`src/pstate_frequency_resolver_unit_assert.svh`:
```
// assertion macros used by the resolver controller
`ifndef PSTATE_FREQUENCY_RESOLVER_UNIT_ASSERT_SVH
`define PSTATE_FREQUENCY_RESOLVER_UNIT_ASSERT_SVH

// same-cycle implication, checked out of reset
`define PFR_ASSERT_NOW(label, ante, cons) \
	label: assert property (@(posedge clk) disable iff (!arst_n) (ante) |-> (cons)) \
		else $error("pfr check failed");

// next-cycle implication, checked out of reset
`define PFR_ASSERT_NEXT(label, ante, cons) \
	label: assert property (@(posedge clk) disable iff (!arst_n) (ante) |=> (cons)) \
		else $error("pfr check failed");

`endif

```
`src/pfr_pkg.sv`:
```
`default_nettype none

package pfr_pkg;

	localparam int PFR_TABLE_DEPTH = 16;

	// query kinds
	typedef enum logic [1:0] {
		KIND_WRITE   = 2'd0,
		KIND_INDEX   = 2'd1,
		KIND_EXACT   = 2'd2,
		KIND_ROUNDUP = 2'd3
	} kind_t;

	// controller states
	typedef enum logic [1:0] {
		ST_IDLE,
		ST_EXEC,
		ST_LOOK,
		ST_SCAN
	} state_t;

	// table read address source
	typedef enum logic [1:0] {
		RD_IDX,
		RD_ZERO,
		RD_PTR
	} rd_sel_t;

	// result beat source
	typedef enum logic [1:0] {
		RES_FAIL,
		RES_ECHO,
		RES_CUR,
		RES_PREV
	} res_sel_t;

	typedef struct packed {
		logic     load;
		logic     wr_en;
		logic     rd_en;
		rd_sel_t  rd_sel;
		logic     emit;
		res_sel_t res_sel;
		logic     res_status;
	} ctrl_cmd_t;

	typedef struct packed {
		kind_t kind;
		logic  wr_ok;
		logic  idx_ok;
		logic  eq;
		logic  lt;
		logic  pos_zero;
		logic  pos_last;
	} dp_status_t;

endpackage

`default_nettype wire

```
`src/pstate_frequency_resolver_unit.sv`:
```
// Performance-state table with write, index lookup, exact search and round-up search.
// A query is taken when start is high and busy is low; its single result beat appears
// on status/out_index/out_khz/out_id for exactly one cycle with done high, and must be
// captured then since the receiver cannot stall. A search reads at most the effective
// count of entries, where the effective count is entry_count held to 1..16; the next
// query can be taken in the cycle done is high. The search time is set by the single
// read port of the table, which the walk steps through one entry per cycle. entry_count
// must be written only while busy is low; the block itself does not enforce this.
// Table contents are undefined until written.
`default_nettype none

module pstate_frequency_resolver_unit
	import pfr_pkg::*;
#(
	parameter int TABLE_DEPTH = PFR_TABLE_DEPTH
) (
	input  wire logic        clk,
	input  wire logic        arst_n,
	input  wire logic        start,
	output logic             busy,
	input  wire logic [1:0]  kind,
	input  wire logic [3:0]  entry_index,
	input  wire logic [31:0] freq_khz,
	input  wire logic [7:0]  state_id,
	input  wire logic        entry_count_we,
	input  wire logic [4:0]  entry_count,
	output logic             done,
	output logic             status,
	output logic [3:0]       out_index,
	output logic [31:0]      out_khz,
	output logic [7:0]       out_id
);

	ctrl_cmd_t  cmd;
	dp_status_t stat;

	pfr_ctrl u_ctrl (
		.clk    (clk),
		.arst_n (arst_n),
		.start  (start),
		.stat   (stat),
		.busy   (busy),
		.cmd    (cmd)
	);

	pfr_datapath #(
		.TABLE_DEPTH (TABLE_DEPTH)
	) u_datapath (
		.clk            (clk),
		.arst_n         (arst_n),
		.kind           (kind),
		.entry_index    (entry_index),
		.freq_khz       (freq_khz),
		.state_id       (state_id),
		.entry_count_we (entry_count_we),
		.entry_count    (entry_count),
		.cmd            (cmd),
		.stat           (stat),
		.done           (done),
		.status         (status),
		.out_index      (out_index),
		.out_khz        (out_khz),
		.out_id         (out_id)
	);

endmodule

`default_nettype wire

```
`src/pfr_ctrl.sv`:
```
`default_nettype none

`include "pstate_frequency_resolver_unit_assert.svh"

module pfr_ctrl
	import pfr_pkg::*;
(
	input  wire logic       clk,
	input  wire logic       arst_n,
	input  wire logic       start,
	input  wire dp_status_t stat,
	output logic            busy,
	output ctrl_cmd_t       cmd
);

	state_t state_q;
	state_t state_d;

	// state register
	always_ff @(posedge clk or negedge arst_n) begin
		if (!arst_n) begin
			state_q <= ST_IDLE;
		end else begin
			state_q <= state_d;
		end
	end

	assign busy = (state_q != ST_IDLE);

	// next state and datapath commands
	always_comb begin
		state_d        = state_q;
		cmd.load       = 1'b0;
		cmd.wr_en      = 1'b0;
		cmd.rd_en      = 1'b0;
		cmd.rd_sel     = RD_PTR;
		cmd.emit       = 1'b0;
		cmd.res_sel    = RES_FAIL;
		cmd.res_status = 1'b1;
		case (state_q)
			ST_IDLE: begin
				if (start) begin
					cmd.load = 1'b1;
					state_d  = ST_EXEC;
				end
			end
			ST_EXEC: begin
				case (stat.kind)
					KIND_WRITE: begin
						cmd.emit = 1'b1;
						state_d  = ST_IDLE;
						if (stat.wr_ok) begin
							cmd.wr_en      = 1'b1;
							cmd.res_sel    = RES_ECHO;
							cmd.res_status = 1'b0;
						end
					end
					KIND_INDEX: begin
						if (stat.idx_ok) begin
							cmd.rd_en  = 1'b1;
							cmd.rd_sel = RD_IDX;
							state_d    = ST_LOOK;
						end else begin
							cmd.emit = 1'b1;
							state_d  = ST_IDLE;
						end
					end
					default: begin
						cmd.rd_en  = 1'b1;
						cmd.rd_sel = RD_ZERO;
						state_d    = ST_SCAN;
					end
				endcase
			end
			ST_LOOK: begin
				cmd.emit       = 1'b1;
				cmd.res_sel    = RES_CUR;
				cmd.res_status = 1'b0;
				state_d        = ST_IDLE;
			end
			ST_SCAN: begin
				// one entry judged per cycle while the next read is in flight
				if (stat.kind == KIND_EXACT) begin
					if (stat.eq) begin
						cmd.emit       = 1'b1;
						cmd.res_sel    = RES_CUR;
						cmd.res_status = 1'b0;
					end else if (stat.pos_last) begin
						cmd.emit = 1'b1;
					end
				end else begin
					if (stat.lt && stat.pos_zero) begin
						cmd.emit    = 1'b1;
						cmd.res_sel = RES_CUR;
					end else if (stat.lt) begin
						cmd.emit       = 1'b1;
						cmd.res_sel    = RES_PREV;
						cmd.res_status = 1'b0;
					end else if (stat.pos_last) begin
						cmd.emit    = 1'b1;
						cmd.res_sel = RES_CUR;
					end
				end
				if (cmd.emit) begin
					state_d = ST_IDLE;
				end else begin
					cmd.rd_en = 1'b1;
				end
			end
			default: begin
				state_d = ST_IDLE;
			end
		endcase
	end

	`PFR_ASSERT_NEXT(a_accept_to_exec, start && !busy, state_q == ST_EXEC)
	`PFR_ASSERT_NOW(a_scan_progress, state_q == ST_SCAN, cmd.rd_en || cmd.emit)
	`PFR_ASSERT_NEXT(a_emit_frees, cmd.emit, !busy)
	`PFR_ASSERT_NOW(a_no_write_in_scan, state_q == ST_SCAN, !cmd.wr_en && !cmd.load)

endmodule

`default_nettype wire

```
`src/pfr_datapath.sv`:
```
`default_nettype none

module pfr_datapath
	import pfr_pkg::*;
#(
	parameter int TABLE_DEPTH = PFR_TABLE_DEPTH
) (
	input  wire logic        clk,
	input  wire logic        arst_n,
	input  wire logic [1:0]  kind,
	input  wire logic [3:0]  entry_index,
	input  wire logic [31:0] freq_khz,
	input  wire logic [7:0]  state_id,
	input  wire logic        entry_count_we,
	input  wire logic [4:0]  entry_count,
	input  wire ctrl_cmd_t   cmd,
	output dp_status_t       stat,
	output logic             done,
	output logic             status,
	output logic [3:0]       out_index,
	output logic [31:0]      out_khz,
	output logic [7:0]       out_id
);

	localparam int IW = $clog2(TABLE_DEPTH);
	localparam int CW = $clog2(TABLE_DEPTH + 1);
	localparam int NW = (CW > 5) ? CW : 5;
	localparam int XW = (IW > 4) ? IW : 4;
	localparam logic [NW-1:0] DEPTH_N = NW'(TABLE_DEPTH);
	localparam logic [NW-1:0] ONE_N   = NW'(1);

	logic [31:0] freq_mem [TABLE_DEPTH];
	logic [7:0]  id_mem   [TABLE_DEPTH];

	logic [4:0]    count_q;
	logic [1:0]    kind_q;
	logic [3:0]    idx_q;
	logic [31:0]   khz_q;
	logic [7:0]    sid_q;
	logic [IW-1:0] ptr_q;

	logic [31:0]   rd_khz_s1;
	logic [7:0]    rd_id_s1;
	logic [IW-1:0] rd_pos_s1;
	logic [31:0]   prev_khz_s2;
	logic [7:0]    prev_id_s2;
	logic [IW-1:0] prev_pos_s2;

	logic [NW-1:0] cnt_n;
	logic [NW-1:0] eff_n;
	logic [NW-1:0] last_n;
	logic [NW-1:0] idx_n;
	logic [XW-1:0] idx_x;
	logic [IW-1:0] idx_addr;
	logic [IW-1:0] last_pos;
	logic [IW-1:0] rd_addr;
	logic [IW-1:0] res_pos;
	logic [XW-1:0] res_pos_x;

	// entry count register
	always_ff @(posedge clk or negedge arst_n) begin
		if (!arst_n) begin
			count_q <= 5'd1;
		end else if (entry_count_we) begin
			count_q <= entry_count;
		end
	end

	// effective count clamped to one through the table depth
	always_comb begin
		cnt_n = NW'(count_q);
		if (cnt_n == '0) begin
			eff_n = ONE_N;
		end else if (cnt_n > DEPTH_N) begin
			eff_n = DEPTH_N;
		end else begin
			eff_n = cnt_n;
		end
		last_n   = eff_n - ONE_N;
		last_pos = last_n[IW-1:0];
		idx_n    = NW'(idx_q);
		idx_x    = XW'(idx_q);
		idx_addr = idx_x[IW-1:0];
	end

	// query capture
	always_ff @(posedge clk) begin
		if (cmd.load) begin
			kind_q <= kind;
			idx_q  <= entry_index;
			khz_q  <= freq_khz;
			sid_q  <= state_id;
		end
	end

	// read address select
	always_comb begin
		case (cmd.rd_sel)
			RD_IDX:  rd_addr = idx_addr;
			RD_ZERO: rd_addr = '0;
			default: rd_addr = ptr_q;
		endcase
	end

	// scan pointer runs one ahead of the address just read
	always_ff @(posedge clk or negedge arst_n) begin
		if (!arst_n) begin
			ptr_q <= '0;
		end else if (cmd.rd_en) begin
			ptr_q <= rd_addr + 1'b1;
		end
	end

	// table write port
	always_ff @(posedge clk) begin
		if (cmd.wr_en) begin
			freq_mem[idx_addr] <= khz_q;
			id_mem[idx_addr]   <= sid_q;
		end
	end

	// table read port, previous beat kept for round-up
	always_ff @(posedge clk) begin
		if (cmd.rd_en) begin
			rd_khz_s1   <= freq_mem[rd_addr];
			rd_id_s1    <= id_mem[rd_addr];
			rd_pos_s1   <= rd_addr;
			prev_khz_s2 <= rd_khz_s1;
			prev_id_s2  <= rd_id_s1;
			prev_pos_s2 <= rd_pos_s1;
		end
	end

	// status to the controller
	always_comb begin
		stat.kind     = kind_t'(kind_q);
		stat.wr_ok    = (idx_n < DEPTH_N);
		stat.idx_ok   = (idx_n < eff_n);
		stat.eq       = (rd_khz_s1 == khz_q);
		stat.lt       = (rd_khz_s1 < khz_q);
		stat.pos_zero = (rd_pos_s1 == '0);
		stat.pos_last = (rd_pos_s1 == last_pos);
	end

	// result beat strobe
	always_ff @(posedge clk or negedge arst_n) begin
		if (!arst_n) begin
			done <= 1'b0;
		end else begin
			done <= cmd.emit;
		end
	end

	// position of the selected entry, low four bits reported
	always_comb begin
		case (cmd.res_sel)
			RES_ECHO: res_pos = idx_addr;
			RES_CUR:  res_pos = rd_pos_s1;
			RES_PREV: res_pos = prev_pos_s2;
			default:  res_pos = '0;
		endcase
		res_pos_x = XW'(res_pos);
	end

	// result registers
	always_ff @(posedge clk) begin
		if (cmd.emit) begin
			status    <= cmd.res_status;
			out_index <= res_pos_x[3:0];
			case (cmd.res_sel)
				RES_ECHO: begin
					out_khz <= khz_q;
					out_id  <= sid_q;
				end
				RES_CUR: begin
					out_khz <= rd_khz_s1;
					out_id  <= rd_id_s1;
				end
				RES_PREV: begin
					out_khz <= prev_khz_s2;
					out_id  <= prev_id_s2;
				end
				default: begin
					out_khz <= '0;
					out_id  <= '0;
				end
			endcase
		end
	end

endmodule

`default_nettype wire

```
`config.mk`:
```
export PLATFORM = sky130hd
export DESIGN_NAME = pstate_frequency_resolver_unit
export DESIGN_NICKNAME = d
export VERILOG_FILES = /design/src/pfr_pkg.sv /design/src/pstate_frequency_resolver_unit.sv /design/src/pfr_ctrl.sv /design/src/pfr_datapath.sv
export VERILOG_INCLUDE_DIRS = /design/src /design/src/src
export SDC_FILE = /design/constraint.sdc
export NUM_CORES = 1
export LEC_CHECK = 0
export BUFFER_PORTS_ARGS = -buffer_cell sky130_fd_sc_hd__buf_2
export CORE_UTILIZATION = 50
export CTS_CLUSTER_SIZE = 14
export DETAILED_ROUTE_END_ITERATION = 6
export PLACE_DENSITY = 0.77
export SLEW_MARGIN = 10
export SYNTH_ARGS = -nofsm -noshare
export SYNTH_HDL_FRONTEND = slang
export SYNTH_HIERARCHICAL = 1
export SYNTH_SLANG_ARGS = --single-unit
export TNS_END_PERCENT = 10
```
`constraint.sdc`:
```
create_clock -name clk -period 9.9 [get_ports clk]
set_clock_uncertainty 0.1 [all_clocks]
set_input_delay 0.495 -clock clk [delete_from_list [all_inputs] [get_ports clk]]
set_output_delay 0.495 -clock clk [all_outputs]
set_load 0.03 [all_outputs]
```
# Yosys cells after proc, flatten, opt, wreduce, memory -nomap -nowiden
# Memories as Yosys holds them, arrays and structs flattened. A register that Yosys moved wholly into a read port is not among the register bits.
# Cells that the tools add are included.
[totals] reg_bits=151 ramBits=640 inputBits=55 out_inout_bits=47 n_memories=2
[mem_list] name="u_datapath.freq_mem" depth=16 width=32 read_ports=1 rd_ports_with_merged_regs=1 wr=1 line_no="pfr_datapath.sv:32" source="logic [31:0] freq_mem [TABLE_DEPTH];"
[mem_list] name="u_datapath.id_mem" depth=16 width=8 read_ports=1 rd_ports_with_merged_regs=1 wr=1 line_no="pfr_datapath.sv:33" source="logic [7:0] id_mem [TABLE_DEPTH];"
[op_classes] add_sub_neg=2 magnitude_cmp=4 n_eq_ne=13 muxes=38 reduce_logical=8
[op_table] cell="32-bit case mux with 3 select lines" n=1
[op_table] cell="32-bit equality test" n=1
[op_table] cell="32-bit < comparator" n=1
[op_table] cell="4-bit case mux with 3 select lines" n=2
[op_table] cell="8-bit case mux with 3 select lines" n=1
[op_table] cell="3-bit two-way mux" n=5
[op_table] cell="1-bit two-way mux" n=13
[op_table] cell="2-bit two-way mux" n=6
[op_table] cell="2-bit equality test, second input constant" n=5
[op_table] cell="5-bit two-way mux" n=2
[op_table] cell="2-bit by 1-bit equality test with 1-bit output, second input constant" n=4
[op_table] cell="4-bit two-way mux" n=2
[op_table] cell="2-bit case mux with 4 select lines" n=1
[op_table] cell="4-bit case mux with 2 select lines" n=1
[op_table] cell="2-bit logical NOT" n=3
[op_table] cell="3-bit case mux with 2 select lines" n=1
[op_table] cell="5-bit greater-than comparator, second input constant" n=1
[op_table] cell="5-bit logical NOT" n=1
[op_table] cell="4-bit by 5-bit < comparator with 1-bit output" n=1
[op_table] cell="4-bit by 5-bit < comparator with 1-bit output, second input constant" n=1
[op_table] cell="4-bit by 1-bit adder with 4-bit output, second input constant" n=1
[op_table] cell="4-bit equality test" n=1
[op_table] cell="4-bit logical NOT" n=1
[op_table] cell="1-bit case mux with 2 select lines" n=2
[op_table] cell="7 further kinds" n=7

# Logic depth before layout (Yosys ltp)
# Gate-level depths: netlist (run 1).
[depth] ltp_word=13 ltp_mapped=18 ltp_nobuf=14

# Cells and area by module
# Netlist (run 1), hierarchy kept.
[modules_own_cells] module="pfr_datapath" instances=1 cells_each=2191 area_per_inst_um2=33080.5 seq_area_each_um2=24845.1
[modules_own_cells] module="pfr_ctrl" instances=1 cells_each=29 area_per_inst_um2=219.0 seq_area_each_um2=50.0

# Worst setup path after synthesis (run 1)
# Ideal clock, no wire load.
[synth_timing] kind="register to register" startpoint="reg u_datapath.khz_q[15]" endpoint="reg u_datapath.ptr_q[0]" t_arrival_ns=9.547 required_time_ns=9.702 setup_slack_ns=0.155 stages_incl_launch_ff=11 path_buffers=0 synth_period_minus_slack_ns=9.745 cell_sequence="edfxtp_1 > inv_1 > ha_1 > nand4_1 > or4_1 > a21oi_1 > or3_1 > a32oi_1 > a211o_1 > o21ai_0 > mux2_2"
[synth_lines] element="start: declaration" line_no="pfr_datapath.sv:38" source="logic [31:0] khz_q;"
[synth_lines] element="start signal: assignment" line_no="pfr_datapath.sv:91" source="khz_q <= freq_khz;"
[synth_lines] element="end signal: assignment" line_no="pfr_datapath.sv:110" source="ptr_q <= rd_addr + 1'b1;"
[synth_lines] element="end: declaration" line_no="pfr_datapath.sv:40" source="logic [IW-1:0] ptr_q;"

==> out/qor.yml, run 1 <==
worst-endpoint-arrival_ns: 6.58
synth_largest_area_cell: "edfxtp_1"
netlist_top_cells_count: "edfxtp_1 (819), nand2_1 (389), nand3_1 (100), mux2i_1 (94), a21oi_1 (76)"
worstReg2RegEnd: "u_datapath/rd_id_s1[5]"
drt-initial-drc-count: 2417
syn-mean-instance-area_um2: 15.00
cts_resized: 0
floorplan.die.height_um: 260.1
drc_errors_left: 0
ff2ff_setup_slack_ns: 3.59
hold_path_depth: 2
cts-buffers-inserted: 83
critPathSlowestCell: "and2_4"
final.period_utilization_pct: 63.72
boundaryPins: 102
largest_fanout_on_the_critical_path: 125
holdWs_ns: 0.02550
synth_cells: 2220
status: "finished, final reports clean"
start_kind: "flip-flop"
synth-edff-count: 819
setup.worst_path.end_class: "flip-flop"
grt_overflow: 0
timing.critical_path.to: "u_datapath/rd_id_s1[5]"
yosys-top-cells-area: "edfxtp_1 (74%), nand2_1 (4.4%), mux2i_1 (2.8%)"
detailed_place_hpwl_mm: 41.55
p_per_area_mw_per_mm2: 320.5
synth.ff_latch_count: 831
largest_net_degree_at_the_start_of_global_routing: 128
port_buffer_count: 101
r2r_cell_count: 15
synth_flop_cell: "edfxtp_1"
std_cell_rows: 94
clock_tree.buffer_depth: 3
critical_path.most_common_cell: "nand2b_1"
gr-usage-all-layers_pct: 24.25
syn_to_final_growth_pct: 13.26
placer_s_final_routability_congestion_estimate: 0.8317
async_flop_share_pct: 1.444
ctsHtreeMaxLevel: 3
initial_antenna_violation_count: 1
yosysUniqueCellTypes: 61
report.final.hold_viol_count: 0
proportion_of_synthesized_chip_area_in_sequential_cells_pct: 74.76
die_area_mm2: 0.06763
die_width_um: 260.1
worst_pin_slew_ns: 1.212
leakage_nw: 13.08
cts_num_sinks: 831
fp.coreArea_mm2: 0.06586
firstDrtPassIters: 5
crit_type: "flip-flop to flip-flop"
final_max_slew_viol_count: 0
synthesis.area_mm2: 0.03330
yosys.cell_count.top_type: "edfxtp_1"
finalWorstPathRequiredPeriod_ns: 6.308
initial_utilization_pct: 50.56
clock_insertion_delay_worst_skew_ns: 0.65
ant_nets: 0
timing.hold.worst.class: "input pin to flip-flop"
via_count_of_the_first_global_routing_pass: 19908
rsz0062_at_grt: "no"
drive_above_1_share_pct: 14.73
max_cap_violations: 0
nNetsFinal: 2452
clock_slew_seen_by_the_registers_of_the_worst_setup_and_hold_paths_ns: 0.06
crit_path_from: "u_datapath/cnt_n[4]"
synth_top_area_share_pct: 73.86
vdd_drop_max_v: 0.0002297
wl_per_cell_um: 24.92
worstPathRequired_ns: 10.17
maxClockFrequency_mhz: 158.5
worst_max_slew_margin_expressed_relative_to_the_limit_pct: 19.20
clock_tree.root_cell: "clkbuf_16"
setup-violations-final: 0
num_antenna_cells: 0
syn-num-nets: 2312
wire_length_of_the_first_global_routing_pass_mm: 121.8
vias_per_cell: 6.127
synth_warnings: 6
critical-path-max-stage-delay_ns: 0.89
crit_path_cell_trace: "nand2b_1 > ha_1 > o21a_1 > o21ai_0 > a211o_1 > a21oi_1 > nand2b_1 > or3b_4 > and2_4 > inv_6 > buf_4 > a211oi_1 > a31oi_1 > a22oi_1 > o221ai_1"
fin_tns_setup_ns: 0
via_count: 20144
cts_tree: "yes"
overall_routed_net_length_mm: 81.94
r2r_startpoint: "u_datapath/cnt_n[4]"
-- sequential cells by signal (all words and copies together) (netlist names) --
register                cells
u_datapath/freq_mem       512
u_datapath/id_mem         128
u_datapath/khz_q           32
u_datapath/out_khz         32
u_datapath/prev_khz_s2     32
u_datapath/rd_khz_s1       32
u_datapath/out_id           8
u_datapath/prev_id_s2       8
u_datapath/rd_id_s1         8
u_datapath/sid_q            8
u_datapath/cnt_n            5
u_datapath/idx_addr         4
u_datapath/out_index        4
u_datapath/prev_pos_s2      4
u_datapath/ptr_q            4
u_datapath/rd_pos_s1        4
u_ctrl/state_q              2
u_datapath/kind_q           2
u_datapath/done             1
u_datapath/status           1
-- through the flow --
step	worst slack (ns)	power [mW]	area [um2]	utilization (%)	cells
detailed placement	3.891	8.994	34580	52.50	3089
floorplan	0.1550	7.892	33300	-	2220
global placement	4.040	8.855	34580	52.50	3089
finish	3.592	12.09	37720	57.26	3288
global route	3.369	12.60	37720	57.26	3288
CTS	3.746	12.07	37720	57.26	3288
-- cell type report --
class	instances	area (um2)
Clock buffer	98	2133
Clock inverter	51	506.7
Fill cell	4887	28150
Inverter	39	158.9
Multi-Input combinational cell	1218	7665
Sequential cell	831	24900
Tap cell	864	1081
Timing Repair Buffer	187	1276
-- per-layer routing --
metal | up-vias | routed length (um) | track usage [%]
met2 | 1191 | 38660 | 38.73
met4 | 0 | 2929 | 10.23
met1 | 9982 | 31630 | 32.72
li1 | 8785 | - | -
met5 | - | 0 | 0
met3 | 186 | 8713 | 4.591
-- worst min-delay path by stage --
stage | from | to | slack (ns)
after floorplan | arst_n | u_ctrl/state_q[0] | 0.1
after global placement | arst_n | u_datapath/done | 0.28
after detailed placement | arst_n | u_datapath/done | 0.29
after CTS | entry_count[3] | u_datapath/cnt_n[3] | 0.006
after global routing | entry_count[3] | u_datapath/cnt_n[3] | 0.01
final | entry_count[3] | u_datapath/cnt_n[3] | 0.03
-- layout by cell type (no fill, tap or decap), types with 49 or more instances in the layout --
cell type | synthesis | layout
nand3_1 | 100 | 100
a21oi_1 | 76 | 75
o21ai_0 | 56 | 55
buf_2 | 36 | 101
edfxtp_1 | 819 | 819
a31oi_1 | 49 | 49
dlygate4sd3_1 | 0 | 50
and3_1 | 50 | 50
mux2_2 | 53 | 53
mux2i_1 | 94 | 94
a211oi_1 | 51 | 51
clkbuf_16 | 0 | 83
nand2_1 | 389 | 387
-- power by group --
group / total, mW / internal, mW / switching, mW / leakage [nW]
Sequential: 4.85 / 4.54 / 0.313 / 7.59
Clock: 3.05 / 1.74 / 1.32 / 1.28
Combinational: 4.18 / 1.33 / 2.85 / 4.21
Total: 12.1 / 7.61 / 4.48 / 13.1
-- kinds of logic after synthesis --
logic type,count (synthesis),synth area share (%)
buffers and inverters,171,2.698
other,1,0.01126
adder cells (fa/ha/maj),37,1.390
AO/OA/AOI/OAI,419,8.394
AND/OR/NAND/NOR,607,7.943
flip-flops,831,74.76
multiplexers,147,4.618
XOR/XNOR,7,0.1841
-- critical path, delay by kind of cell (launching register included) --
family                   cells  cell delay (ns)
AND/OR/NAND/NOR              4             2.22
AO/OA/AOI/OAI                8             1.61
buffers and inverters        2             1.20
flip-flops                   1             0.44
adder cells (fa/ha/maj)      1             0.30
-- repair_timing --
| item | in CTS | in global routing |
|---|---|---|
| endpoints found under the hold margin | 61 | 0 |
| buffers inserted | 0 | 0 |
| hold buffers | 50 | 0 |
Note: power is estimated with default switching activity, not from simulation.
==> run 2, diff against run 1 <==
==> constraint.sdc (replaced) <==
create_clock -name clk -period 5.5 [get_ports clk]
set_clock_uncertainty 0.1 [all_clocks]
set_input_delay 0.275 -clock clk [delete_from_list [all_inputs] [get_ports clk]]
set_output_delay 0.275 -clock clk [all_outputs]
set_load 0.03 [all_outputs]
==> run 2 against run 1 <==
Routed wire length grew 2.7%. Non-clock buffer count rose by 42. Core utilization is 0.57 points higher. First-iteration DRC count grew 6.0%. Maximum frequency rose by 31%. Global-route usage up 0.69 points. Via count increased by 1.7%. Critical path depth decreased by 1. Sequential power increased by 81%.
==> out/qor.yml, run 2 (synthesis gave the netlist of run 1 again) <==
status: "finished, final reports clean"
cts-buffers-inserted: 81
ff2ff_setup_slack_ns: 0.70
layout.cells.most_common: "edfxtp_1"
worst_pin_slew_ns: 1.315
cts_resized: 0
initial_antenna_violation_count: 2
largest_net_degree_at_the_start_of_global_routing: 119
clock_insertion_delay_worst_skew_ns: 0.64
port_buffer_count: 101
max_cap_violations: 0
largest_register_ffs: 512
layout_common_cells: "edfxtp_1 (819), nand2_1 (387), buf_2 (101), nand3_1 (100), mux2i_1 (94)"
critical-path-max-stage-delay_ns: 0.69
cts.repair_timing.setup_buffer_count: 0
p_int_mw: 13.75
clock_tree.buffer_depth: 3
r2r_startpoint: "u_datapath/cnt_n[4]"
fin_tns_setup_ns: 0
worstPathRequired_ns: 5.77
sequential_cell_area_mm2: 0.02490
power_frac_seq_pct: 40.0
critical_path.most_common_cell: "o21ai_0"
crit_path_cell_trace: "nand2b_1 > ha_1 > o21a_1 > o21ai_0 > a211o_1 > a21oi_1 > nand2b_1 > or3b_4 > buf_4 > o22a_2 > buf_4 > o21ai_0 > o21ai_0 > o22ai_1"
die_area_mm2: 0.06763
vdd_drop_max_v: 0.0003798
die_width_um: 260.1
cts_num_sinks: 831
final_max_slew_viol_count: 0
ctsHtreeMaxLevel: 3
boundaryPins: 102
initial_utilization_pct: 50.56
fillerInstances: 4856
fp.coreArea_mm2: 0.06586
std_cell_rows: 94
floorplan.die.height_um: 260.1
firstDrtPassIters: 6
ant_nets: 0
timing.hold.worst.class: "input pin to asynchronous set/reset pin"
overall_routed_net_length_mm: 84.19
wl_per_cell_um: 25.28
syn_to_final_growth_pct: 14.40
vias_per_cell: 6.153
drc_errors_left: 0
power.share.clock_pct: 24.2
gr-usage-all-layers_pct: 24.94
via_count_of_the_first_global_routing_pass: 19920
largest_fanout_on_the_critical_path: 50
critPathSlowestCell: "o22a_2"
drive_above_1_share_pct: 15.65
worst_max_slew_margin_expressed_relative_to_the_limit_pct: 12.10
placer_s_final_routability_congestion_estimate: 0.8831
detailed_place_hpwl_mm: 47.10
finalWorstPathRequiredPeriod_ns: 4.803
maxClockFrequency_mhz: 208.2
combinationalPowerShare_pct: 35.8
setup.worst_path.end_class: "flip-flop"
start_kind: "flip-flop"
leakage_nw: 13.28
top_register: "u_datapath/freq_mem"
grt_overflow: 0
multi_input_area_mm2: 0.007665
layout.core_utilization_pct: 57.84
power_switching_share_pct: 37.26
worst-endpoint-arrival_ns: 5.08
clock_tree.root_cell: "clkbuf_16"
worstReg2RegEnd: "u_datapath/rd_id_s1[2]"
power.switching_mw: 8.165
nNetsFinal: 2492
report.final.hold_viol_count: 0
biggestRegsByFlops: "u_datapath/freq_mem x512, u_datapath/id_mem x128"
wire_length_of_the_first_global_routing_pass_mm: 124.2
clock_slew_seen_by_the_registers_of_the_worst_setup_and_hold_paths_ns: 0.06
num_antenna_cells: 0
r2r_cell_count: 14
via_count: 20489
final.period_utilization_pct: 87.33
cts_tree: "yes"
hold_fix_buffers_cts: 59
drt-initial-drc-count: 2562
crit_type: "flip-flop to flip-flop"
p_per_area_mw_per_mm2: 575.3
rsz0062_at_grt: "no"
setup-violations-final: 0
==> run 2: power groups by stage <==
stage,combinational (mW),clock (mW),sequential [mW]
floorplan,5.19,0,8.95
global placement,7.40,0,8.85
detailed placement,7.64,0,8.87
CTS,7.74,5.36,8.76
global route,8.40,5.61,8.82
finish,7.84,5.30,8.77
==> run 2: final cells by class <==
type / instances / share of cell area (%)
clock inverters: 44 / 0.8934
multi-input cells: 1218 / 20.12
flip-flops and latches: 831 / 65.35
repair buffers: 229 / 4.631
inverters: 39 / 0.4171
clock buffers: 105 / 5.748
well taps: 864 / 2.838
==> run 2: layer usage <==
metal	GRT usage (%)	up-vias	part of all wire (%)
li1	-	8877	-
met3	3.596	199	10
met5	0	-	0
met4	10.10	0	3.9
met1	34.15	10158	39
met2	40.31	1255	47
==> run 2: worst max-delay path by stage <==
stage,start,end,cells after the start
after floorplan,u_datapath/khz_q[15],u_datapath/ptr_q[0],10
after global routing,u_datapath/cnt_n[4],u_datapath/rd_id_s1[2],14
final,u_datapath/cnt_n[4],u_datapath/rd_id_s1[2],14
after global placement,u_datapath/khz_q[25],u_datapath/out_id[7],11
after detailed placement,u_datapath/khz_q[25],u_datapath/out_khz[9],11
after CTS,u_datapath/khz_q[25],u_datapath/out_khz[9],11
==> run 2: per-stage QoR <==
stage / setup WS (ns) / cells / hold slack (ns) / total power [mW] / cell area (um2)
CTS: 0.6888 / 3329 / 0.01005 / 21.86 / 38070
finish: 0.6968 / 3330 / 0.02591 / 21.92 / 38090
global route: 0.5742 / 3330 / 0.03870 / 22.84 / 38090
floorplan: 0.2449 / 2220 / -0.1206 / 14.14 / 33300
global placement: 0.8131 / 3121 / 0.06854 / 16.25 / 34950
detailed placement: 0.7058 / 3121 / 0.06736 / 16.51 / 34950
==> run 2: critical path, delay by kind of cell, from the launching register on <==
family | cells | cell delay [ns]
flops | 1 | 0.43
buf+inv | 2 | 0.94
simple gates | 3 | 0.86
fa+ha+maj | 1 | 0.29
compound gates | 8 | 1.90
